--- config.mk ---
export PLATFORM = sky130hd
export DESIGN_NAME = motor_session_run_pause_control_flat
export DESIGN_NICKNAME = d
export VERILOG_FILES = /design/src/rtl/core/msrpc_pkg.sv /design/src/rtl/core/msrpc_ifs.sv /design/src/rtl/core/msrpc_tick.sv /design/src/rtl/core/msrpc_scale.sv /design/src/rtl/core/motor_session_run_pause_control.sv /design/src/flat_wrapper.sv
export VERILOG_INCLUDE_DIRS = /design/src /design/src/rtl/core
export SDC_FILE = /design/constraint.sdc
export NUM_CORES = 1
export LEC_CHECK = 0
export ABC_AREA = 0
export BUFFER_PORTS_ARGS = -buffer_cell sky130_fd_sc_hd__buf_2
export CAP_MARGIN = 20
export CORE_MARGIN = 10
export CORE_UTILIZATION = 29
export DETAILED_ROUTE_END_ITERATION = 8
export PLACE_DENSITY = 0.42
export SLEW_MARGIN = 20
export SYNTH_ARGS = -nofsm -noshare
export SYNTH_HDL_FRONTEND = slang
export SYNTH_HIERARCHICAL = 1
export SYNTH_SLANG_ARGS = --single-unit
--- constraint.sdc ---
create_clock -name clk -period 25.3 [get_ports clk]
set_input_delay 7.59 -clock clk [delete_from_list [all_inputs] [get_ports clk]]
set_output_delay 7.59 -clock clk [all_outputs]
set_load 0.02 [all_outputs]
--- src/rtl/core/motor_session_run_pause_control_macros.svh ---
// Assertion macros of the motor session run/pause control RTL.
`ifndef MOTOR_SESSION_RUN_PAUSE_CONTROL_MACROS_SVH
`define MOTOR_SESSION_RUN_PAUSE_CONTROL_MACROS_SVH

// Same-cycle implication, disabled while reset is held.
`define MSRPC_ASSERT_NOW(lbl, clk_i, rst_ni, ante, cons) \
  lbl: assert property (@(posedge clk_i) disable iff (!rst_ni) (ante) |-> (cons)) \
    else $error("msrpc: same-cycle check failed");

// Next-cycle implication, disabled while reset is held.
`define MSRPC_ASSERT_NEXT(lbl, clk_i, rst_ni, ante, cons) \
  lbl: assert property (@(posedge clk_i) disable iff (!rst_ni) (ante) |=> (cons)) \
    else $error("msrpc: next-cycle check failed");

`endif

--- src/rtl/core/msrpc_pkg.sv ---
// Types and constants of the motor session run/pause control.
`timescale 1ns / 1ps

package msrpc_pkg;

  localparam int SPEED_W     = 18;
  localparam int POT_LEVEL_W = 12;
  localparam int THR_W       = 8;
  localparam int CFG_IDX_W   = 2;
  localparam int CFG_DATA_W  = 18;

  localparam logic [CFG_IDX_W-1:0] CFG_MAX_SPEED  = 2'd0;
  localparam logic [CFG_IDX_W-1:0] CFG_CHANGE_MIN = 2'd1;
  localparam logic [CFG_IDX_W-1:0] CFG_RUN_THR    = 2'd2;

  localparam logic [SPEED_W-1:0] RST_MAX_SPEED  = 18'd20000;
  localparam logic [THR_W-1:0]   RST_CHANGE_MIN = 8'd5;
  localparam logic [THR_W-1:0]   RST_RUN_THR    = 8'd4;

  typedef enum logic [1:0] {
    SES_IDLE   = 2'd0,
    SES_PAUSED = 2'd1,
    SES_RUN    = 2'd2
  } session_t;

  typedef enum logic [1:0] {
    MODE_NONE = 2'd0,
    MODE_POT  = 2'd1,
    MODE_MAX  = 2'd2
  } run_mode_t;

  typedef enum logic [1:0] {
    ACT_NONE  = 2'd0,
    ACT_START = 2'd1,
    ACT_PAUSE = 2'd2,
    ACT_STOP  = 2'd3
  } act_t;

  typedef enum logic [1:0] {
    ORG_POT    = 2'd0,
    ORG_SWITCH = 2'd1,
    ORG_UI     = 2'd2
  } origin_t;

  typedef struct packed {
    logic                   pot_valid;
    logic [POT_LEVEL_W-1:0] pot_level;
    logic                   footswitch_valid;
    logic                   footswitch_pressed;
    act_t                   kind;
  } item_t;

  typedef struct packed {
    session_t  state;
    run_mode_t mode;
    logic      start_p;
    logic      pause_p;
    logic      stop_p;
  } info_t;

endpackage

--- src/rtl/core/msrpc_ifs.sv ---
// Request channels of the motor session run/pause control.
`timescale 1ns / 1ps

interface msrpc_in_if;
  import msrpc_pkg::*;
  logic                   valid;
  logic                   ready;
  logic                   pot_valid;
  logic [POT_LEVEL_W-1:0] pot_level;
  logic                   footswitch_valid;
  logic                   footswitch_pressed;
  logic [1:0]             kind;

  modport source (output valid, pot_valid, pot_level, footswitch_valid,
                  footswitch_pressed, kind, input ready);
  modport sink (input valid, pot_valid, pot_level, footswitch_valid,
                footswitch_pressed, kind, output ready);
endinterface

interface msrpc_out_if;
  import msrpc_pkg::*;
  logic               valid;
  logic               ready;
  logic [SPEED_W-1:0] speed_command;
  logic [1:0]         session_state;
  logic [1:0]         run_mode;
  logic               start_pulse;
  logic               pause_pulse;
  logic               stop_pulse;

  modport source (output valid, speed_command, session_state, run_mode,
                  start_pulse, pause_pulse, stop_pulse, input ready);
  modport sink (input valid, speed_command, session_state, run_mode,
                start_pulse, pause_pulse, stop_pulse, output ready);
endinterface

interface msrpc_cfg_if;
  import msrpc_pkg::*;
  logic                  valid;
  logic                  ready;
  logic [CFG_IDX_W-1:0]  index;
  logic [CFG_DATA_W-1:0] data;

  modport source (output valid, index, data, input ready);
  modport sink (input valid, index, data, output ready);
endinterface

--- src/rtl/core/msrpc_tick.sv ---
// Session state, pot and footswitch edge tracking, and intent resolution per tick.
`timescale 1ns / 1ps

module msrpc_tick #(
  parameter int POT_BITS = 12
) (
  input  logic                        clk,
  input  logic                        rst_n,
  input  logic                        apply,
  input  msrpc_pkg::item_t            item,
  input  logic [msrpc_pkg::THR_W-1:0] change_min,
  input  logic [msrpc_pkg::THR_W-1:0] run_thr,
  output logic [POT_BITS-1:0]         level_sel,
  output msrpc_pkg::info_t            info
);
  import msrpc_pkg::*;

  localparam int LW       = (POT_BITS > POT_LEVEL_W) ? POT_BITS : POT_LEVEL_W;
  localparam int FULL_INT = (1 << POT_BITS) - 1;
  localparam logic [LW-1:0]       FULL_EXT = LW'(FULL_INT);
  localparam logic [POT_BITS-1:0] FULL     = POT_BITS'(FULL_INT);

  session_t            mode_r, mode_nxt;
  run_mode_t           src_r, src_nxt;
  logic [POT_BITS-1:0] stored_r, stored_nxt;
  logic                active_r, active_nxt;
  logic                pseen_r, pseen_nxt;
  logic                lock_r, lock_nxt;
  logic                swl_r, swl_nxt;
  logic                sws_r, sws_nxt;

  logic [LW-1:0]       lvl_ext;
  logic [POT_BITS-1:0] lvl_sat;
  logic [POT_BITS-1:0] diff;
  logic [POT_BITS-1:0] pot_new;
  logic                above;
  act_t                want;
  origin_t             origin;
  logic                start_p, pause_p, stop_p;

  // saturate to full scale, then apply the change dead band
  assign lvl_ext = LW'(item.pot_level);
  assign lvl_sat = (lvl_ext > FULL_EXT) ? FULL : POT_BITS'(lvl_ext);
  assign diff    = (lvl_sat > stored_r) ? (lvl_sat - stored_r) : (stored_r - lvl_sat);
  assign pot_new = (diff >= POT_BITS'(change_min)) ? lvl_sat : stored_r;
  assign above   = pot_new > POT_BITS'(run_thr);

  always_ff @(posedge clk) begin
    if (!rst_n) begin
      mode_r   <= SES_IDLE;
      src_r    <= MODE_NONE;
      stored_r <= '0;
      active_r <= 1'b0;
      pseen_r  <= 1'b0;
      lock_r   <= 1'b0;
      swl_r    <= 1'b0;
      sws_r    <= 1'b0;
    end else if (apply) begin
      mode_r   <= mode_nxt;
      src_r    <= src_nxt;
      stored_r <= stored_nxt;
      active_r <= active_nxt;
      pseen_r  <= pseen_nxt;
      lock_r   <= lock_nxt;
      swl_r    <= swl_nxt;
      sws_r    <= sws_nxt;
    end
  end

  always_comb begin
    mode_nxt   = mode_r;
    src_nxt    = src_r;
    stored_nxt = stored_r;
    active_nxt = active_r;
    pseen_nxt  = pseen_r;
    lock_nxt   = lock_r;
    swl_nxt    = swl_r;
    sws_nxt    = sws_r;
    want       = ACT_NONE;
    origin     = ORG_POT;
    start_p    = 1'b0;
    pause_p    = 1'b0;
    stop_p     = 1'b0;

    // pot: first sample only sets the baseline; edges count outside idle
    if (item.pot_valid) begin
      stored_nxt = pot_new;
      if (!pseen_r) begin
        pseen_nxt  = 1'b1;
        active_nxt = above;
      end else if (above != active_r) begin
        active_nxt = above;
        if (mode_r != SES_IDLE) begin
          if (!above) begin
            lock_nxt = 1'b0;
            want     = ACT_PAUSE;
            origin   = ORG_POT;
          end else if (!lock_r) begin
            want   = ACT_START;
            origin = ORG_POT;
          end
        end
      end
      if (mode_r == SES_RUN && above) begin
        src_nxt = MODE_POT;
      end
    end

    // footswitch: same baseline rule
    if (item.footswitch_valid) begin
      if (!sws_r) begin
        sws_nxt = 1'b1;
        swl_nxt = item.footswitch_pressed;
      end else if (swl_r != item.footswitch_pressed) begin
        swl_nxt = item.footswitch_pressed;
        if (mode_r != SES_IDLE) begin
          want     = item.footswitch_pressed ? ACT_START : ACT_PAUSE;
          origin   = ORG_SWITCH;
          lock_nxt = lock_nxt | active_nxt;
        end
      end
    end

    // UI command comes last, so it wins
    if (item.kind != ACT_NONE) begin
      want     = item.kind;
      origin   = ORG_UI;
      lock_nxt = lock_nxt | active_nxt;
    end

    unique case (want)
      ACT_STOP: begin
        mode_nxt = SES_IDLE;
        src_nxt  = MODE_NONE;
        stop_p   = 1'b1;
      end
      ACT_PAUSE: begin
        if (mode_r != SES_PAUSED) begin
          mode_nxt = SES_PAUSED;
          pause_p  = 1'b1;
        end
        src_nxt = MODE_NONE;
      end
      ACT_START: begin
        // non-UI starts are only raised outside idle
        mode_nxt = SES_RUN;
        lock_nxt = 1'b0;
        src_nxt  = (origin == ORG_POT) ? MODE_POT : MODE_MAX;
        start_p  = 1'b1;
      end
      ACT_NONE: begin
      end
    endcase

    // full scale in max mode makes the scaler return max speed exactly
    level_sel = '0;
    if (mode_nxt == SES_RUN) begin
      if (src_nxt == MODE_POT) begin
        level_sel = stored_nxt;
      end else if (src_nxt == MODE_MAX) begin
        level_sel = FULL;
      end
    end

    info.state   = mode_nxt;
    info.mode    = src_nxt;
    info.start_p = start_p;
    info.pause_p = pause_p;
    info.stop_p  = stop_p;
  end

endmodule

--- src/rtl/core/msrpc_scale.sv ---
// Speed scaler: floor(level * max_speed / full_scale) over a four-stage pipe.
`timescale 1ns / 1ps

module msrpc_scale #(
  parameter int POT_BITS = 12
) (
  input  logic                          clk,
  input  logic                          rst_n,
  input  logic                          up_valid,
  output logic                          up_ready,
  input  logic [POT_BITS-1:0]           up_level,
  input  logic [msrpc_pkg::SPEED_W-1:0] up_max,
  input  msrpc_pkg::info_t              up_info,
  output logic                          dn_valid,
  input  logic                          dn_ready,
  output logic [msrpc_pkg::SPEED_W-1:0] dn_speed,
  output msrpc_pkg::info_t              dn_info
);
  import msrpc_pkg::*;

  localparam int XW       = POT_BITS + SPEED_W;
  localparam int NTERM    = (XW + POT_BITS - 1) / POT_BITS;
  localparam int RW       = POT_BITS + 3;
  localparam int CW       = $clog2(NTERM + 1);
  localparam int FULL_INT = (1 << POT_BITS) - 1;

  logic v1_r, v2_r, v3_r, v4_r;
  logic rdy1, rdy2, rdy3, rdy4;

  logic [POT_BITS-1:0] lvl1_r;
  logic [SPEED_W-1:0]  max1_r;
  logic [XW-1:0]       prod2_r;
  logic [SPEED_W-1:0]  qp3_r;
  logic [RW-1:0]       xl3_r;
  logic [SPEED_W-1:0]  speed4_r;
  info_t               info1_r, info2_r, info3_r, info4_r;

  logic [XW-1:0]       qsum;
  logic [RW-1:0]       rem;
  logic [CW-1:0]       cnt;

  assign rdy4     = !v4_r || dn_ready;
  assign rdy3     = !v3_r || rdy4;
  assign rdy2     = !v2_r || rdy3;
  assign rdy1     = !v1_r || rdy2;
  assign up_ready = rdy1;

  // x / (2^n - 1) = sum of x >> (k*n); the truncated sum falls short by at most NTERM
  always_comb begin
    qsum = '0;
    for (int k = 1; k <= NTERM; k++) begin
      qsum = qsum + (prod2_r >> (k * POT_BITS));
    end
  end

  // remainder of the partial quotient stays below (NTERM+1) * full scale
  always_comb begin
    rem = xl3_r - RW'({qp3_r, {POT_BITS{1'b0}}}) + RW'(qp3_r);
    cnt = '0;
    for (int m = 1; m <= NTERM; m++) begin
      if (rem >= RW'(m * FULL_INT)) begin
        cnt = cnt + 1'b1;
      end
    end
  end

  always_ff @(posedge clk) begin
    if (!rst_n) begin
      v1_r <= 1'b0;
      v2_r <= 1'b0;
      v3_r <= 1'b0;
      v4_r <= 1'b0;
    end else begin
      if (rdy1) v1_r <= up_valid;
      if (rdy2) v2_r <= v1_r;
      if (rdy3) v3_r <= v2_r;
      if (rdy4) v4_r <= v3_r;
    end
  end

  always_ff @(posedge clk) begin
    if (rdy1) begin
      lvl1_r  <= up_level;
      max1_r  <= up_max;
      info1_r <= up_info;
    end
    if (rdy2) begin
      prod2_r <= XW'(lvl1_r) * XW'(max1_r);
      info2_r <= info1_r;
    end
    if (rdy3) begin
      qp3_r   <= qsum[SPEED_W-1:0];
      xl3_r   <= prod2_r[RW-1:0];
      info3_r <= info2_r;
    end
    if (rdy4) begin
      speed4_r <= qp3_r + SPEED_W'(cnt);
      info4_r  <= info3_r;
    end
  end

  assign dn_valid = v4_r;
  assign dn_speed = speed4_r;
  assign dn_info  = info4_r;

endmodule

--- src/rtl/core/motor_session_run_pause_control.sv ---
// Top level of the motor session run/pause control.
//
//   port      dir   payload                                            role
//   in_if     sink  pot sample, footswitch level, UI command           one control tick
//   out_if    src   speed_command, session_state, run_mode, pulses     one result per tick
//   cfg_if    sink  index, data                                        register write, always ready
//
// One tick is taken every cycle while the pipe is not stalled; its result then passes
// through the input register, tick result, product, partial quotient and output register.
// The session state is updated as the tick leaves the input register.
// Reset is synchronous, active low; registers with a reset take their reset values on a
// clock edge while rst_n is low, and the pipe data registers have none. A stalled output
// holds the pipe stage by stage; ticks are still taken while any stage is empty.
`timescale 1ns / 1ps

`include "motor_session_run_pause_control_macros.svh"

module motor_session_run_pause_control #(
  parameter int POT_BITS = 12
) (
  input  logic               clk,
  input  logic               rst_n,
  msrpc_in_if.sink           in_if,
  msrpc_out_if.source        out_if,
  msrpc_cfg_if.sink          cfg_if
);
  import msrpc_pkg::*;

  logic [SPEED_W-1:0]  max_speed_r;
  logic [THR_W-1:0]    change_min_r;
  logic [THR_W-1:0]    run_thr_r;

  logic                s0_v_r;
  item_t               s0_item_r;
  logic                up_ready;
  logic                adv;

  logic [POT_BITS-1:0] level_sel;
  info_t               tick_info;
  info_t               dn_info;
  logic [SPEED_W-1:0]  dn_speed;

  // register writes
  assign cfg_if.ready = 1'b1;

  always_ff @(posedge clk) begin
    if (!rst_n) begin
      max_speed_r  <= RST_MAX_SPEED;
      change_min_r <= RST_CHANGE_MIN;
      run_thr_r    <= RST_RUN_THR;
    end else if (cfg_if.valid) begin
      unique case (cfg_if.index)
        CFG_MAX_SPEED:  max_speed_r  <= cfg_if.data[SPEED_W-1:0];
        CFG_CHANGE_MIN: change_min_r <= cfg_if.data[THR_W-1:0];
        CFG_RUN_THR:    run_thr_r    <= cfg_if.data[THR_W-1:0];
        default: begin
        end
      endcase
    end
  end

  // input register
  assign adv         = s0_v_r && up_ready;
  assign in_if.ready = !s0_v_r || up_ready;

  always_ff @(posedge clk) begin
    if (!rst_n) begin
      s0_v_r <= 1'b0;
    end else if (in_if.ready) begin
      s0_v_r <= in_if.valid;
    end
  end

  always_ff @(posedge clk) begin
    if (in_if.ready) begin
      s0_item_r.pot_valid          <= in_if.pot_valid;
      s0_item_r.pot_level          <= in_if.pot_level;
      s0_item_r.footswitch_valid   <= in_if.footswitch_valid;
      s0_item_r.footswitch_pressed <= in_if.footswitch_pressed;
      s0_item_r.kind               <= act_t'(in_if.kind);
    end
  end

  msrpc_tick #(
    .POT_BITS (POT_BITS)
  ) u_tick (
    .clk        (clk),
    .rst_n      (rst_n),
    .apply      (adv),
    .item       (s0_item_r),
    .change_min (change_min_r),
    .run_thr    (run_thr_r),
    .level_sel  (level_sel),
    .info       (tick_info)
  );

  msrpc_scale #(
    .POT_BITS (POT_BITS)
  ) u_scale (
    .clk      (clk),
    .rst_n    (rst_n),
    .up_valid (s0_v_r),
    .up_ready (up_ready),
    .up_level (level_sel),
    .up_max   (max_speed_r),
    .up_info  (tick_info),
    .dn_valid (out_if.valid),
    .dn_ready (out_if.ready),
    .dn_speed (dn_speed),
    .dn_info  (dn_info)
  );

  assign out_if.speed_command = dn_speed;
  assign out_if.session_state = dn_info.state;
  assign out_if.run_mode      = dn_info.mode;
  assign out_if.start_pulse   = dn_info.start_p;
  assign out_if.pause_pulse   = dn_info.pause_p;
  assign out_if.stop_pulse    = dn_info.stop_p;

  `MSRPC_ASSERT_NOW(a_one_pulse, clk, rst_n, out_if.valid, ($onehot0({out_if.start_pulse, out_if.pause_pulse, out_if.stop_pulse})))
  `MSRPC_ASSERT_NOW(a_speed_zero_unless_run, clk, rst_n, (out_if.valid && out_if.session_state != SES_RUN), (out_if.speed_command == '0))
  `MSRPC_ASSERT_NOW(a_mode_matches_run, clk, rst_n, out_if.valid, ((out_if.run_mode == MODE_NONE) == (out_if.session_state != SES_RUN)))
  `MSRPC_ASSERT_NOW(a_stop_goes_idle, clk, rst_n, (out_if.valid && out_if.stop_pulse), (out_if.session_state == SES_IDLE))
  `MSRPC_ASSERT_NEXT(a_s0_holds, clk, rst_n, (s0_v_r && !up_ready), (s0_v_r && $stable(s0_item_r)))

endmodule

--- src/flat_wrapper.sv ---
// flat-port wrapper written by rule: the top's interface ports become plain ports
module motor_session_run_pause_control_flat import msrpc_pkg::*;
#(
  parameter int POT_BITS = 12
)
  (clk, rst_n, in_if_valid, in_if_pot_valid, in_if_pot_level, in_if_footswitch_valid, in_if_footswitch_pressed, in_if_kind, in_if_ready, out_if_valid, out_if_speed_command, out_if_session_state, out_if_run_mode, out_if_start_pulse, out_if_pause_pulse, out_if_stop_pulse, out_if_ready, cfg_if_valid, cfg_if_index, cfg_if_data, cfg_if_ready);
  msrpc_in_if in_if_i ();
  msrpc_out_if out_if_i ();
  msrpc_cfg_if cfg_if_i ();
  input  logic clk;
  input  logic rst_n;
  input wire logic [$bits(in_if_i.valid)-1:0] in_if_valid;
  input wire logic [$bits(in_if_i.pot_valid)-1:0] in_if_pot_valid;
  input wire logic [$bits(in_if_i.pot_level)-1:0] in_if_pot_level;
  input wire logic [$bits(in_if_i.footswitch_valid)-1:0] in_if_footswitch_valid;
  input wire logic [$bits(in_if_i.footswitch_pressed)-1:0] in_if_footswitch_pressed;
  input wire logic [$bits(in_if_i.kind)-1:0] in_if_kind;
  output wire logic [$bits(in_if_i.ready)-1:0] in_if_ready;
  output wire logic [$bits(out_if_i.valid)-1:0] out_if_valid;
  output wire logic [$bits(out_if_i.speed_command)-1:0] out_if_speed_command;
  output wire logic [$bits(out_if_i.session_state)-1:0] out_if_session_state;
  output wire logic [$bits(out_if_i.run_mode)-1:0] out_if_run_mode;
  output wire logic [$bits(out_if_i.start_pulse)-1:0] out_if_start_pulse;
  output wire logic [$bits(out_if_i.pause_pulse)-1:0] out_if_pause_pulse;
  output wire logic [$bits(out_if_i.stop_pulse)-1:0] out_if_stop_pulse;
  input wire logic [$bits(out_if_i.ready)-1:0] out_if_ready;
  input wire logic [$bits(cfg_if_i.valid)-1:0] cfg_if_valid;
  input wire logic [$bits(cfg_if_i.index)-1:0] cfg_if_index;
  input wire logic [$bits(cfg_if_i.data)-1:0] cfg_if_data;
  output wire logic [$bits(cfg_if_i.ready)-1:0] cfg_if_ready;
  assign in_if_i.valid = in_if_valid;
  assign in_if_i.pot_valid = in_if_pot_valid;
  assign in_if_i.pot_level = in_if_pot_level;
  assign in_if_i.footswitch_valid = in_if_footswitch_valid;
  assign in_if_i.footswitch_pressed = in_if_footswitch_pressed;
  assign in_if_i.kind = in_if_kind;
  assign in_if_ready = in_if_i.ready;
  assign out_if_valid = out_if_i.valid;
  assign out_if_speed_command = out_if_i.speed_command;
  assign out_if_session_state = out_if_i.session_state;
  assign out_if_run_mode = out_if_i.run_mode;
  assign out_if_start_pulse = out_if_i.start_pulse;
  assign out_if_pause_pulse = out_if_i.pause_pulse;
  assign out_if_stop_pulse = out_if_i.stop_pulse;
  assign out_if_i.ready = out_if_ready;
  assign cfg_if_i.valid = cfg_if_valid;
  assign cfg_if_i.index = cfg_if_index;
  assign cfg_if_i.data = cfg_if_data;
  assign cfg_if_ready = cfg_if_i.ready;
  motor_session_run_pause_control #(.POT_BITS(POT_BITS)) u_core (.clk(clk), .rst_n(rst_n), .in_if(in_if_i), .out_if(out_if_i), .cfg_if(cfg_if_i));
endmodule
After elaboration in Yosys (flattened, before gate mapping):

Cells that the tools add are included.

* add/subtract/negate cells: 8
* $mul: 1
* $lt $le $gt $ge: 7
* eq/ne operators: 13
* mux-type cells: 51
* bitwise logic cells: 2
* reductions and logical operators: 23

Operator list (count)
* $mux W12: 6
* $mux W2: 18
* $mul A12 B18 Y30: 1
* $mux W1: 25
* $sub A12 B12 Y12: 2
* $add A18 B2 Y18: 1
* $add A18 B6 Y18: 1
* $add A15 B15 Y15: 1
* $ge A15 B12 Y1 const B: 1
* $ge A15 B13 Y1 const B: 1
* $ge A15 B14 Y1 const B: 1
* $sub A15 B15 Y15: 1
* $eq A2 B2 Y1 const B: 6
* $ge A12 B8 Y1: 1
* $gt A12 B12 Y1: 1
* $gt A12 B12 Y1 const B: 1
* $gt A12 B8 Y1: 1
* $reduce_and A2 Y1: 5
* $eq A2 B1 Y1 const B: 3
* $pmux W2 S3: 1
* $logic_not A1 Y1: 5
* $logic_or A1 B1 Y1: 5
* $add A2 B1 Y2 const B: 2
* $logic_not A2 Y1: 2
* other kinds (8): 13

* bits in registers: 216
* input bits: 42
* output and inout port bits: 28
* logic and storage cells: 152

Logic depth before layout (Yosys ltp):

Gate-level depths: netlist (run 1).

* depth in word-level cells: 23
* depth in mapped cells: 42
* mapped depth without buffers: 40

Cells and area by module:

Netlist (run 1), hierarchy kept.

By module, submodules not included
* msrpc_scale: times used 1, cells each 1285, area an instance 13221.4 µm², sequential area each 4254.1 µm²
* msrpc_tick: times used 1, cells each 411, area an instance 3113.0 µm², sequential area each 420.4 µm²
* motor_session_run_pause_control: times used 1, cells each 162, area an instance 1955.6 µm², sequential area each 1211.2 µm²

Least setup slack after synthesis (run 1):

Ideal clock, no wire load.

* path kind: input to output
* start: input port out_if_ready
* end: output port in_if_ready
* arrival: 9474 ps
* data required time: 17710 ps
* setup slack: 8236 ps
* stages on the path: 4
* path buffers: 0
* path through: nor2b_1 and3_1 nand2_1 nand2b_1

* cells in the longest elaborated chain, start to end: 5

Ends and longest elaborated chain
* start: declaration: line flat_wrapper.sv:26 `input wire logic [$bits(out_if_i.ready)-1:0] out_if_ready;`
* $logic_or A1 B1 Y1: line msrpc_scale.sv:42 `assign rdy4 = !v4_r || dn_ready;`
* $logic_or A1 B1 Y1: line msrpc_scale.sv:43 `assign rdy3 = !v3_r || rdy4;`
* $logic_or A1 B1 Y1: line msrpc_scale.sv:44 `assign rdy2 = !v2_r || rdy3;`
* $logic_or A1 B1 Y1: line msrpc_scale.sv:45 `assign rdy1 = !v1_r || rdy2;`
* named net u_core.up_ready: line motor_session_run_pause_control.sv:35 `logic up_ready;`
* $logic_or A1 B1 Y1: line motor_session_run_pause_control.sv:64 `assign in_if.ready = !s0_v_r || up_ready;`
* end: declaration: line flat_wrapper.sv:18 `output wire logic [$bits(in_if_i.ready)-1:0] in_if_ready;`

The timed path passes the listed nets, and every way through them passes these cells.

Final worst setup path (run 1):

Ends and elaborated chain as after synthesis.

==> metrics.txt, run 1 <==
# TYPE chip_impl_metric gauge
chip_impl_metric{name="worstPathArrival",unit="ps"} 9260
chip_impl_metric{name="worst_hold_path.num_cells",unit=""} 0
chip_impl_metric{name="cts-hold-fix-buffers",unit=""} 0
chip_impl_metric{name="postSynthRegisterBits",unit=""} 216
chip_impl_info{name="netlist.top_cell.by_area",value="sky130_fd_sc_hd__edfxtp_1"} 1
chip_impl_metric{name="detailedPlacementHpwl",unit="µm"} 33500
chip_impl_info{name="worst_hold_startpoint",value="u_core/u_scale/info2_r[5]"} 1
chip_impl_metric{name="dr_total_vias",unit=""} 12339
chip_impl_metric{name="synth.cell_area",unit="µm²"} 18300
chip_impl_metric{name="worst-endpoint-required",unit="ps"} 17710
chip_impl_metric{name="ant_nets",unit=""} 0
chip_impl_metric{name="num_antenna_cells",unit=""} 0
chip_impl_metric{name="synth_cell_type_count",unit=""} 88
chip_impl_metric{name="nets",unit=""} 2239
chip_impl_metric{name="max_slew_margin",unit="%"} 34.7
chip_impl_metric{name="htreeDepth",unit=""} 1
chip_impl_info{name="hp-class",value="register to register"} 1
chip_impl_metric{name="io_buffer_count",unit=""} 68
chip_impl_info{name="clock_tree_from_tritoncts",value="yes"} 1
chip_impl_metric{name="netlist.area_leader.share",unit="%"} 25.6
chip_impl_metric{name="drt_drc_violations_left",unit=""} 0
chip_impl_metric{name="last_weighted_congestion_value_of_the_routability_driven_placer",unit=""} 0.802
chip_impl_metric{name="finalSetupTns",unit="ps"} 0
chip_impl_info{name="ys_dominant_reg_cell",value="sky130_fd_sc_hd__edfxtp_1"} 1
chip_impl_metric{name="max_slew_violation_count",unit=""} 0
chip_impl_info{name="final_common_cell",value="sky130_fd_sc_hd__inv_1"} 1
chip_impl_metric{name="skew",unit="ps"} 15.0
chip_impl_metric{name="max_slew.worst_pin.slew",unit="ps"} 980
chip_impl_metric{name="insertion_delay",unit="ps"} 570
chip_impl_metric{name="drive_above_1_share",unit="%"} 8.39
chip_impl_metric{name="synth-warning-count",unit=""} 6
chip_impl_metric{name="clkSlewWorstSetupHoldPaths",unit="ps"} 60
chip_impl_metric{name="synth_seq_area_share",unit="%"} 32.2
chip_impl_metric{name="maxCapViolations",unit=""} 0
chip_impl_metric{name="r2r_setup_slk",unit="ps"} 15200
chip_impl_metric{name="routed_via_density",unit=""} 4.48
chip_impl_metric{name="post_cts_buffers",unit=""} 0
chip_impl_metric{name="power_density",unit="nW/µm²"} 83.2
chip_impl_metric{name="clockBufferDepth",unit=""} 3
chip_impl_metric{name="max_freq",unit="MHz"} 59.3
chip_impl_info{name="timing_worst_setup_path_type",value="input pin to output pin"} 1
chip_impl_metric{name="die_w",unit="µm"} 271
chip_impl_metric{name="placementRows",unit=""} 92
chip_impl_metric{name="die_h",unit="µm"} 271
chip_impl_metric{name="timing.final.setup_violations",unit=""} 0
chip_impl_info{name="netlist_top_cells_area",value="sky130_fd_sc_hd__edfxtp_1 26%, sky130_fd_sc_hd__fa_1 18%, sky130_fd_sc_hd__ha_1 9.9%, sky130_fd_sc_hd__inv_1 6.9%, sky130_fd_sc_hd__dfxtp_1 6.6%"} 1
chip_impl_info{name="rsz_0062_raised_after_global_routing",value="no"} 1
chip_impl_metric{name="cts_resized",unit=""} 0
chip_impl_metric{name="grt_overflow",unit=""} 0
chip_impl_metric{name="tritoncts.num_buffers",unit=""} 27
chip_impl_metric{name="reg2regPathDepth",unit=""} 35
chip_impl_metric{name="initial_core_util",unit="%"} 29.2
chip_impl_metric{name="number_of_enable_flip_flop_cells_after_synthesis",unit=""} 156
chip_impl_metric{name="synth_area_per_cell",unit="µm²"} 9.84
chip_impl_metric{name="num_io_pins",unit=""} 70
chip_impl_metric{name="finalCritPeriodShare",unit="%"} 66.6
chip_impl_metric{name="drt-wirelength-per-cell",unit="µm"} 15.5
chip_impl_metric{name="clkSinkCount",unit=""} 216
chip_impl_metric{name="first_global_vias",unit=""} 13131
chip_impl_info{name="status",value="complete, no violations"} 1
chip_impl_info{name="holdPathEnd",value="u_core/u_scale/info3_r[5]"} 1
chip_impl_metric{name="global_route_wire_length_before_repair",unit="µm"} 70700
chip_impl_info{name="leading_cell_types_in_the_layout_fill_and_taps_excluded",value="334 x sky130_fd_sc_hd__inv_1, 231 x sky130_fd_sc_hd__nand2_1, 166 x sky130_fd_sc_hd__fa_1"} 1
chip_impl_metric{name="first_pass_iters",unit=""} 6
chip_impl_metric{name="detailedRoute.firstIterationViolations",unit=""} 550
chip_impl_info{name="reg2reg_to",value="u_core/u_scale/lvl1_r[9]"} 1
chip_impl_metric{name="timing_hold_violations_final",unit=""} 0
chip_impl_metric{name="grt_antenna_before_repair",unit=""} 0
chip_impl_info{name="endpoint_kind",value="output pin"} 1
chip_impl_metric{name="ys_async_sr_fraction",unit="%"} 0
chip_impl_info{name="clockRootBuffer",value="sky130_fd_sc_hd__clkbuf_16"} 1
chip_impl_metric{name="crit_path_max_fanout",unit=""} 19
chip_impl_metric{name="core_area",unit="µm²"} 62700
chip_impl_metric{name="leakage",unit="nW"} 9.23
chip_impl_info{name="critical_path.startpoint_type",value="input pin"} 1
chip_impl_info{name="rr_startpoint",value="u_core/s0_item_r[8]"} 1
chip_impl_metric{name="report.power.total",unit="mW"} 1.69
chip_impl_metric{name="post_synthesis_to_final_layout_area_growth",unit="%"} 10.8
chip_impl_metric{name="timing.final.crit_period",unit="ps"} 16850
chip_impl_metric{name="worst_ir_drop_vdd",unit="mV"} 0.0753
chip_impl_metric{name="synth.net_count",unit=""} 2210
chip_impl_metric{name="finalWirelength",unit="µm"} 42700
chip_impl_metric{name="die-area",unit="µm²"} 73500
chip_impl_metric{name="largest_net_degree_at_the_start_of_global_routing",unit=""} 63
chip_impl_metric{name="gr-usage-all-layers",unit="%"} 11.6
chip_impl_metric{name="synthCells",unit=""} 1858
==> metrics by stage <==
step                      setup WS (ps)  util [%]  hold slack [ps]  cell area (µm²)  std cells
after floorplan                    8240         -              400            18300       1858
after global placement             8400      30.9              403            19400       2703
after detailed placement           8400      30.9              405            19400       2703
after CTS                          8390      32.3              417            20300       2752
after global routing               8240      32.3              426            20300       2753
final                              8450      32.3              415            20300       2753
==> state kept, by name (all words and copies together) (netlist names), 2 cells and up <==
register / flops
u_core/u_scale/lvl1_r: 12
u_core/max_speed_r: 18
u_core/s0_item_r: 17
u_core/u_scale/dn_info: 7
u_core/u_scale/xl3_r: 15
u_core/change_min_r: 8
u_core/u_tick/stored_r: 12
u_core/u_scale/max1_r: 18
u_core/run_thr_r: 8
u_core/u_scale/qp3_r: 18
u_core/u_scale/info1_r: 7
u_core/u_scale/info3_r: 7
u_core/u_tick/mode_r: 2
u_core/u_scale/info2_r: 7
u_core/u_scale/prod2_r: 30
u_core/u_tick/src_r: 2
u_core/u_scale/dn_speed: 18
==> worst max-delay path, cell delays in order <==
cell	delay [ps]
sky130_fd_sc_hd__buf_2	100
sky130_fd_sc_hd__nor2b_1	260
sky130_fd_sc_hd__and3_1	270
sky130_fd_sc_hd__nand2_1	90
sky130_fd_sc_hd__nand2b_1	570
sky130_fd_sc_hd__buf_2	370
==> where the power goes <==
| group | total [mW] | switching [mW] | internal, mW |
|---|---|---|---|
| Sequential | 0.510 | 0.0438 | 0.467 |
| Combinational | 0.798 | 0.461 | 0.336 |
| Clock | 0.377 | 0.156 | 0.222 |
| Total | 1.69 | 0.661 | 1.02 |
==> logic make-up after synthesis <==
| kind of cell | after synthesis | share of synthesized area, % |
|---|---|---|
| AOI/OAI and AO/OA | 263 | 10.0 |
| and+or+nand+nor | 522 | 14.0 |
| xor gates and xnor gates | 76 | 3.64 |
| muxes | 59 | 3.26 |
| buffers and inverters | 411 | 8.85 |
| other | 1 | 0.0205 |
| DFF | 216 | 32.2 |
| adders and majority gates | 310 | 28.0 |
==> cells in the mapped netlist, drive strengths merged, types with 3 or more instances <==
library cell and count:
a2111oi 5, or3 6, and2 81, o211ai 11, nor3b 7, ha 144, o21ai 46, or2 3
o31ai 7, nor2 75, nand3 31, edfxtp 156, and3 7, a211oi 15, a21oi 88, nor4b 3
a21boi 3, a211o 4, o21bai 7, nor4 7, xnor2 50, or4 3, or4bb 5, dfxtp 60
nor3 15, a31oi 7, buf 18, a21o 26, nand2b 13, nand4 15, nand2 232, clkbuf 57
o21a 18, o221ai 3, mux2 4, inv 335, nor2b 13, mux2i 55, o211a 3, xor2 26
fa 166, o22ai 3
==> cell type report <==
class | instances | area [µm²]
Clock buffer | 35 | 757
Clock inverter | 14 | 118
Fill cell | 6476 | 42500
Inverter | 336 | 1260
Multi-Input combinational cell | 1231 | 10800
Sequential cell | 216 | 5890
Tap cell | 846 | 1060
Timing Repair Buffer | 75 | 400
==> worst max path at each step <==
| stage | endpoint | start | slack (ps) |
|---|---|---|---|
| 2_1_floorplan | in_if_ready | out_if_ready | 8240 |
| 3_3_place_gp | in_if_ready | out_if_ready | 8400 |
| 3_5_place_dp | in_if_ready | out_if_ready | 8400 |
| 4_1_cts | in_if_ready | out_if_ready | 8390 |
| 5_1_grt | in_if_ready | out_if_ready | 8240 |
| 6_report | in_if_ready | out_if_ready | 8450 |
==> per-layer routing <==
layer	vias to the layer above	routed length [µm]	GRT usage, %	share of wire [%]
met4	0	783	2.76	1.8
met2	175	20400	19.9	48
li1	6134	-	-	-
met5	-	0	0	0
met3	45	1370	1.47	3.2
met1	5985	20200	15.4	47
(Power assumes the default switching activity.)
==> inputs of run 2 (changes only) <==
--- a/config.mk
+++ b/config.mk
@@ -12,7 +12,7 @@
 export CORE_MARGIN = 10
 export CORE_UTILIZATION = 29
 export DETAILED_ROUTE_END_ITERATION = 8
-export PLACE_DENSITY = 0.42
+export PLACE_DENSITY = 0.44
 export SLEW_MARGIN = 20
 export SYNTH_ARGS = -nofsm -noshare
 export SYNTH_HDL_FRONTEND = slang
==> constraint.sdc (replaced) <==
create_clock -name clk -period 13.65 [get_ports clk]
set_input_delay 4.095 -clock clk [delete_from_list [all_inputs] [get_ports clk]]
set_output_delay 4.095 -clock clk [all_outputs]
set_load 0.02 [all_outputs]
==> metrics.txt, run 2 (same netlist as run 1, synthesis figures left out) <==
# TYPE chip_impl_metric gauge
chip_impl_metric{name="maxCapViolations",unit=""} 0
chip_impl_metric{name="detailedPlacementHpwl",unit="µm"} 33400
chip_impl_metric{name="fin_hold_ws",unit="ps"} 416
chip_impl_info{name="clockRootBuffer",value="sky130_fd_sc_hd__clkbuf_16"} 1
chip_impl_metric{name="finalCritPeriodShare",unit="%"} 75.0
chip_impl_metric{name="max_slew.worst_pin.slew",unit="ps"} 962
chip_impl_metric{name="placementRows",unit=""} 92
chip_impl_metric{name="clkSlewWorstSetupHoldPaths",unit="ps"} 50
chip_impl_metric{name="cts_resized",unit=""} 0
chip_impl_metric{name="largest_register_ffs",unit=""} 30
chip_impl_metric{name="grt_overflow",unit=""} 0
chip_impl_metric{name="timing.final.crit_period",unit="ps"} 10240
chip_impl_metric{name="tritoncts.num_buffers",unit=""} 28
chip_impl_metric{name="global_route_wire_length_before_repair",unit="µm"} 69000
chip_impl_metric{name="post_synthesis_to_final_layout_area_growth",unit="%"} 11.6
chip_impl_metric{name="num_antenna_cells",unit=""} 0
chip_impl_metric{name="max_freq",unit="MHz"} 97.6
chip_impl_metric{name="die-area",unit="µm²"} 73500
chip_impl_metric{name="crit_path_max_fanout",unit=""} 39
chip_impl_info{name="final_common_cell",value="sky130_fd_sc_hd__inv_1"} 1
chip_impl_metric{name="worst_ir_drop_vdd",unit="mV"} 0.121
chip_impl_info{name="endpoint_kind",value="output pin"} 1
chip_impl_info{name="clock_tree_from_tritoncts",value="yes"} 1
chip_impl_metric{name="last_weighted_congestion_value_of_the_routability_driven_placer",unit=""} 0.813
chip_impl_metric{name="first_global_vias",unit=""} 12868
chip_impl_metric{name="finalSetupTns",unit="ps"} 0
chip_impl_metric{name="detailedRoute.firstIterationViolations",unit=""} 528
chip_impl_metric{name="first_pass_iters",unit=""} 8
chip_impl_metric{name="ant_nets",unit=""} 0
chip_impl_metric{name="skew",unit="ps"} 16.3
chip_impl_metric{name="report.power.total",unit="mW"} 3.21
chip_impl_metric{name="leakage",unit="nW"} 9.31
chip_impl_info{name="critical_path.startpoint_type",value="input pin"} 1
chip_impl_metric{name="finalWirelength",unit="µm"} 41600
chip_impl_info{name="leading_cell_types_in_the_layout_fill_and_taps_excluded",value="334 x sky130_fd_sc_hd__inv_1, 231 x sky130_fd_sc_hd__nand2_1, 166 x sky130_fd_sc_hd__fa_1"} 1
chip_impl_info{name="status",value="complete, no violations"} 1
chip_impl_metric{name="htreeDepth",unit=""} 1
chip_impl_metric{name="max_slew_margin",unit="%"} 35.9
chip_impl_metric{name="num_io_pins",unit=""} 70
chip_impl_metric{name="power_density",unit="nW/µm²"} 157
chip_impl_metric{name="timing.final.setup_violations",unit=""} 0
chip_impl_metric{name="grt_antenna_before_repair",unit=""} 0
chip_impl_info{name="rsz_0062_raised_after_global_routing",value="no"} 1
chip_impl_metric{name="clkSinkCount",unit=""} 216
chip_impl_metric{name="max_slew_violation_count",unit=""} 0
chip_impl_info{name="hp-class",value="register to register"} 1
chip_impl_metric{name="worstPathArrival",unit="ps"} 6150
chip_impl_metric{name="worst-endpoint-required",unit="ps"} 9550
chip_impl_metric{name="initial_core_util",unit="%"} 29.2
chip_impl_metric{name="drt_drc_violations_left",unit=""} 0
chip_impl_metric{name="nets",unit=""} 2240
chip_impl_metric{name="largest_net_degree_at_the_start_of_global_routing",unit=""} 63
chip_impl_metric{name="post_cts_buffers",unit=""} 0
chip_impl_metric{name="insertion_delay",unit="ps"} 560
chip_impl_metric{name="die_h",unit="µm"} 271
chip_impl_metric{name="timing_hold_violations_final",unit=""} 0
chip_impl_info{name="registers.top_by_ff_count",value="u_core/u_scale/prod2_r"} 1
chip_impl_metric{name="io_buffer_count",unit=""} 68
chip_impl_metric{name="cts-hold-fix-buffers",unit=""} 0
chip_impl_metric{name="drive_above_1_share",unit="%"} 8.80
chip_impl_metric{name="routed_via_density",unit=""} 4.46
chip_impl_metric{name="die_w",unit="µm"} 271
chip_impl_metric{name="drt-wirelength-per-cell",unit="µm"} 15.1
chip_impl_metric{name="dr_total_vias",unit=""} 12294
chip_impl_metric{name="core_area",unit="µm²"} 62700
chip_impl_metric{name="clockBufferDepth",unit=""} 3
chip_impl_metric{name="gr-usage-all-layers",unit="%"} 11.3
chip_impl_info{name="timing_worst_setup_path_type",value="input pin to output pin"} 1
## run 2: cell count changes in the layout (fill, tap and decap cells not counted), moves of 2 or more
| cell | before | now |
|---|---|---|
| sky130_fd_sc_hd__bufinv_16 | 1 | 3 |
| sky130_fd_sc_hd__clkbuf_1 | 4 | 2 |
| sky130_fd_sc_hd__clkbuf_16 | 28 | 32 |
| sky130_fd_sc_hd__clkinv_1 | 5 | 2 |
| sky130_fd_sc_hd__clkinv_2 | 3 | 1 |
| sky130_fd_sc_hd__clkinvlp_4 | 3 | 1 |
| sky130_fd_sc_hd__inv_4 | 1 | 4 |
| sky130_fd_sc_hd__inv_6 | 0 | 3 |
## run 2: worst max-delay path, cell delays in order
cell                       delay, ps
sky130_fd_sc_hd__buf_2            90
sky130_fd_sc_hd__nor2b_1         280
sky130_fd_sc_hd__and3_1          280
sky130_fd_sc_hd__nand2_1          70
sky130_fd_sc_hd__buf_4           270
sky130_fd_sc_hd__nand2b_1        670
sky130_fd_sc_hd__buf_2           380
## run 2: where the power goes
| part | leakage (nW) | switching, mW | internal [mW] |
|---|---|---|---|
| clock | 0.506 | 0.296 | 0.497 |
| sequential | 2.25 | 0.0796 | 0.865 |
| combinational | 6.55 | 0.850 | 0.624 |
## run 2: metrics by stage
stage                     instance area (µm²)  worst slack (ps)  std cells  utilization, %
after global routing                    20400              2880       2756            32.5
after detailed placement                19400              3310       2704            30.9
after floorplan                         18300              3580       1858               -
after global placement                  19400              3370       2703            30.9
final                                   20400              3410       2756            32.5
after CTS                               20400              3310       2756            32.5
## run 2: final timing paths
path / endpoint / startpoint / depth (start not counted) / slack (ps)
min: u_core/u_scale/xl3_r[8] / u_core/u_scale/prod2_r[8] / 0 / 420
min reg2reg: u_core/u_scale/xl3_r[8] / u_core/u_scale/prod2_r[8] / 0 / 420
max reg2reg: u_core/u_scale/lvl1_r[1] / u_core/s0_item_r[8] / 36 / 3690
max: in_if_ready / out_if_ready / 7 / 3410
## run 2: routing by layer
| layer | track usage, % | up-vias | part of all wire (%) | wire [µm] |
|---|---|---|---|---|
| met5 | 0 | - | 0 | 0 |
| met4 | 2.51 | 0 | 1.5 | 635 |
| met3 | 1.51 | 44 | 3.1 | 1300 |
| met2 | 19.5 | 159 | 49 | 20200 |
| met1 | 14.8 | 5955 | 47 | 19500 |
| li1 | - | 6136 | - | - |
## run 2: area by class of cell
type	count	area, µm²
Tap cell	846	1060
Sequential cell	216	5890
Timing Repair Buffer	75	400
Multi-Input combinational cell	1231	10800
Fill cell	6542	42300
Clock inverter	15	175
Clock buffer	37	850
Inverter	336	1260
==> inputs of run 3 (changes only) <==
==> constraint.sdc (replaced) <==
create_clock -name clk -period 8.43 [get_ports clk]
set_input_delay 2.529 -clock clk [delete_from_list [all_inputs] [get_ports clk]]
set_output_delay 2.529 -clock clk [all_outputs]
set_load 0.02 [all_outputs]
==> metrics.txt, run 3 (same netlist as run 1, synthesis figures left out) <==
# TYPE chip_impl_metric gauge
chip_impl_metric{name="clockBufferDepth",unit=""} 3
chip_impl_metric{name="fin_hold_ws",unit="ps"} 415
chip_impl_metric{name="timing.critical_path.slowest_cell_delay",unit="ps"} 520
chip_impl_metric{name="cp.buffers_inverters",unit=""} 6
chip_impl_info{name="timing_worst_setup_path_type",value="register to register"} 1
chip_impl_metric{name="htreeDepth",unit=""} 1
chip_impl_metric{name="maxCapViolations",unit=""} 0
chip_impl_metric{name="tritoncts.num_buffers",unit=""} 27
chip_impl_metric{name="die-area",unit="µm²"} 73500
chip_impl_metric{name="io_buffer_count",unit=""} 68
chip_impl_metric{name="skew",unit="ps"} 13.9
chip_impl_metric{name="max_slew_margin",unit="%"} 37.3
chip_impl_metric{name="num_antenna_cells",unit=""} 0
chip_impl_metric{name="first_global_vias",unit=""} 13158
chip_impl_info{name="leading_cell_types_in_the_layout_fill_and_taps_excluded",value="331 x sky130_fd_sc_hd__inv_1, 230 x sky130_fd_sc_hd__nand2_1, 165 x sky130_fd_sc_hd__fa_1"} 1
chip_impl_metric{name="power_density",unit="nW/µm²"} 244
chip_impl_info{name="endpoint_kind",value="register"} 1
chip_impl_metric{name="report.power.total",unit="mW"} 5.06
chip_impl_metric{name="power.clock.fraction",unit="%"} 21.8
chip_impl_metric{name="drive_above_1_share",unit="%"} 11.5
chip_impl_metric{name="timing_hold_violations_final",unit=""} 0
chip_impl_metric{name="ant_nets",unit=""} 0
chip_impl_metric{name="seq_power_share",unit="%"} 30.2
chip_impl_metric{name="max_slew_violation_count",unit=""} 0
chip_impl_metric{name="detailedRoute.firstIterationViolations",unit=""} 498
chip_impl_info{name="status",value="complete, no violations"} 1
chip_impl_metric{name="core_area",unit="µm²"} 62700
chip_impl_metric{name="detailedPlacementHpwl",unit="µm"} 34300
chip_impl_metric{name="grt_overflow",unit=""} 0
chip_impl_metric{name="placementRows",unit=""} 92
chip_impl_metric{name="worst-endpoint-required",unit="ps"} 8860
chip_impl_metric{name="drt_drc_violations_left",unit=""} 0
chip_impl_metric{name="finalCritPeriodShare",unit="%"} 97.6
chip_impl_metric{name="total_switching_power",unit="mW"} 1.98
chip_impl_info{name="crit_path_top_delay_cell",value="sky130_fd_sc_hd__o41ai_4"} 1
chip_impl_metric{name="worst_ir_drop_vdd",unit="mV"} 0.214
chip_impl_metric{name="leakage",unit="nW"} 9.42
chip_impl_metric{name="timing.final.crit_period",unit="ps"} 8230
chip_impl_metric{name="clkSinkCount",unit=""} 216
chip_impl_metric{name="drt-wirelength-per-cell",unit="µm"} 15.5
chip_impl_info{name="clock_tree_from_tritoncts",value="yes"} 1
chip_impl_metric{name="worstPathArrival",unit="ps"} 8660
chip_impl_metric{name="num_io_pins",unit=""} 70
chip_impl_info{name="registers.top_by_ff_count",value="u_core/u_scale/prod2_r"} 1
chip_impl_info{name="final_common_cell",value="sky130_fd_sc_hd__inv_1"} 1
chip_impl_metric{name="cell_internal_pwr",unit="mW"} 3.07
chip_impl_metric{name="insertion_delay",unit="ps"} 570
chip_impl_metric{name="dr_total_vias",unit=""} 12513
chip_impl_info{name="cp_top_family",value="compound AO/OA/AOI/OAI gates"} 1
chip_impl_metric{name="largest_register_ffs",unit=""} 30
chip_impl_metric{name="die_h",unit="µm"} 271
chip_impl_metric{name="global_route_wire_length_before_repair",unit="µm"} 70900
chip_impl_metric{name="timing.final.setup_violations",unit=""} 0
chip_impl_metric{name="crit_path_max_fanout",unit=""} 7
chip_impl_metric{name="last_weighted_congestion_value_of_the_routability_driven_placer",unit=""} 0.814
chip_impl_metric{name="max_freq",unit="MHz"} 122
chip_impl_metric{name="routed_via_density",unit=""} 4.49
chip_impl_metric{name="fillCellCount",unit=""} 6446
chip_impl_metric{name="initial_core_util",unit="%"} 29.2
chip_impl_info{name="critical_path.startpoint_type",value="register"} 1
chip_impl_metric{name="clkSlewWorstSetupHoldPaths",unit="ps"} 60
chip_impl_metric{name="first_pass_iters",unit=""} 5
chip_impl_metric{name="post_synthesis_to_final_layout_area_growth",unit="%"} 13.4
chip_impl_metric{name="combinationalPowerShare",unit="%"} 48.0
chip_impl_info{name="hp-class",value="register to register"} 1
chip_impl_metric{name="largest_net_degree_at_the_start_of_global_routing",unit=""} 63
chip_impl_metric{name="nets",unit=""} 2272
chip_impl_info{name="rsz_0062_raised_after_global_routing",value="yes"} 1
chip_impl_metric{name="grt_antenna_before_repair",unit=""} 0
chip_impl_metric{name="die_w",unit="µm"} 271
chip_impl_metric{name="max_slew.worst_pin.slew",unit="ps"} 936
chip_impl_metric{name="finalWirelength",unit="µm"} 43100
chip_impl_info{name="clockRootBuffer",value="sky130_fd_sc_hd__clkbuf_16"} 1
chip_impl_metric{name="gr-usage-all-layers",unit="%"} 11.6
chip_impl_metric{name="switching_share",unit="%"} 39.2
==> run 3: power by group through the flow <==
stage / combinational, mW / clock [mW] / sequential (mW)
floorplan: 1.86 / 0 / 1.54
global placement: 2.41 / 0 / 1.55
detailed placement: 2.42 / 0 / 1.55
CTS: 2.44 / 1.15 / 1.53
global route: 2.81 / 1.20 / 1.55
finish: 2.43 / 1.10 / 1.53
==> run 3: repair_timing <==
action	4_1_cts	5_1_grt
gates cloned	0	1
hold buffers	0	0
buffers inserted	0	14
resized for setup	1	51
setup endpoints to repair	12	24
pin swaps	1	25
==> run 3: area by class of cell <==
cell class	instances	area [µm²]	area share, %
sequential	216	5890	28.4
tap	846	1060	5.11
clock inverter	12	108	0.519
multi-input combinational	1231	11000	53.0
timing repair buffer	108	702	3.39
clock buffer	36	729	3.52
inverter	336	1260	6.08
==> run 3: through the flow <==
| step | instance area (µm²) | setup TNS, ps | instances | setup WS [ps] | util, % |
|---|---|---|---|---|---|
| 4_1_cts | 20400 | 0 | 2771 | 6.05 | 32.5 |
| 3_5_place_dp | 19600 | -1600 | 2723 | -169 | 31.2 |
| 2_1_floorplan | 18300 | 0 | 1858 | 153 | - |
| 6_report | 20700 | 0 | 2785 | 203 | 33.0 |
| 5_1_grt | 20700 | -2060 | 2785 | -196 | 33.0 |
| 3_3_place_gp | 19500 | 0 | 2722 | 19.0 | 31.2 |
==> run 3: path summary, 6_finish.rpt <==
| check | startpoint | to | slack [ps] | cells after the start |
|---|---|---|---|---|
| hold reg to reg | u_core/u_scale/prod2_r[0] | u_core/u_scale/xl3_r[0] | 420 | 0 |
| setup reg to reg | u_core/s0_item_r[4] | u_core/u_scale/lvl1_r[4] | 200 | 40 |
| setup / recovery | u_core/s0_item_r[4] | u_core/u_scale/lvl1_r[4] | 200 | 40 |
| hold / removal | u_core/u_scale/prod2_r[0] | u_core/u_scale/xl3_r[0] | 420 | 0 |
==> run 3: worst register-to-register path, delay by kind of cell (launching register included) <==
family,cells,cell delay (ps)
compound gates,16,2800
fa+ha+maj,5,1150
simple gates,11,2360
mux,1,350
xor+xnor,1,190
buf+inv,6,820
flops,1,420
==> run 3: routing by layer <==
layer,track usage (%),routed length [µm],up-vias
met5,0,0,-
met4,2.49,627,0
met3,1.55,1280,38
met2,20.3,21000,134
met1,15.2,20200,6139
li1,-,-,6202
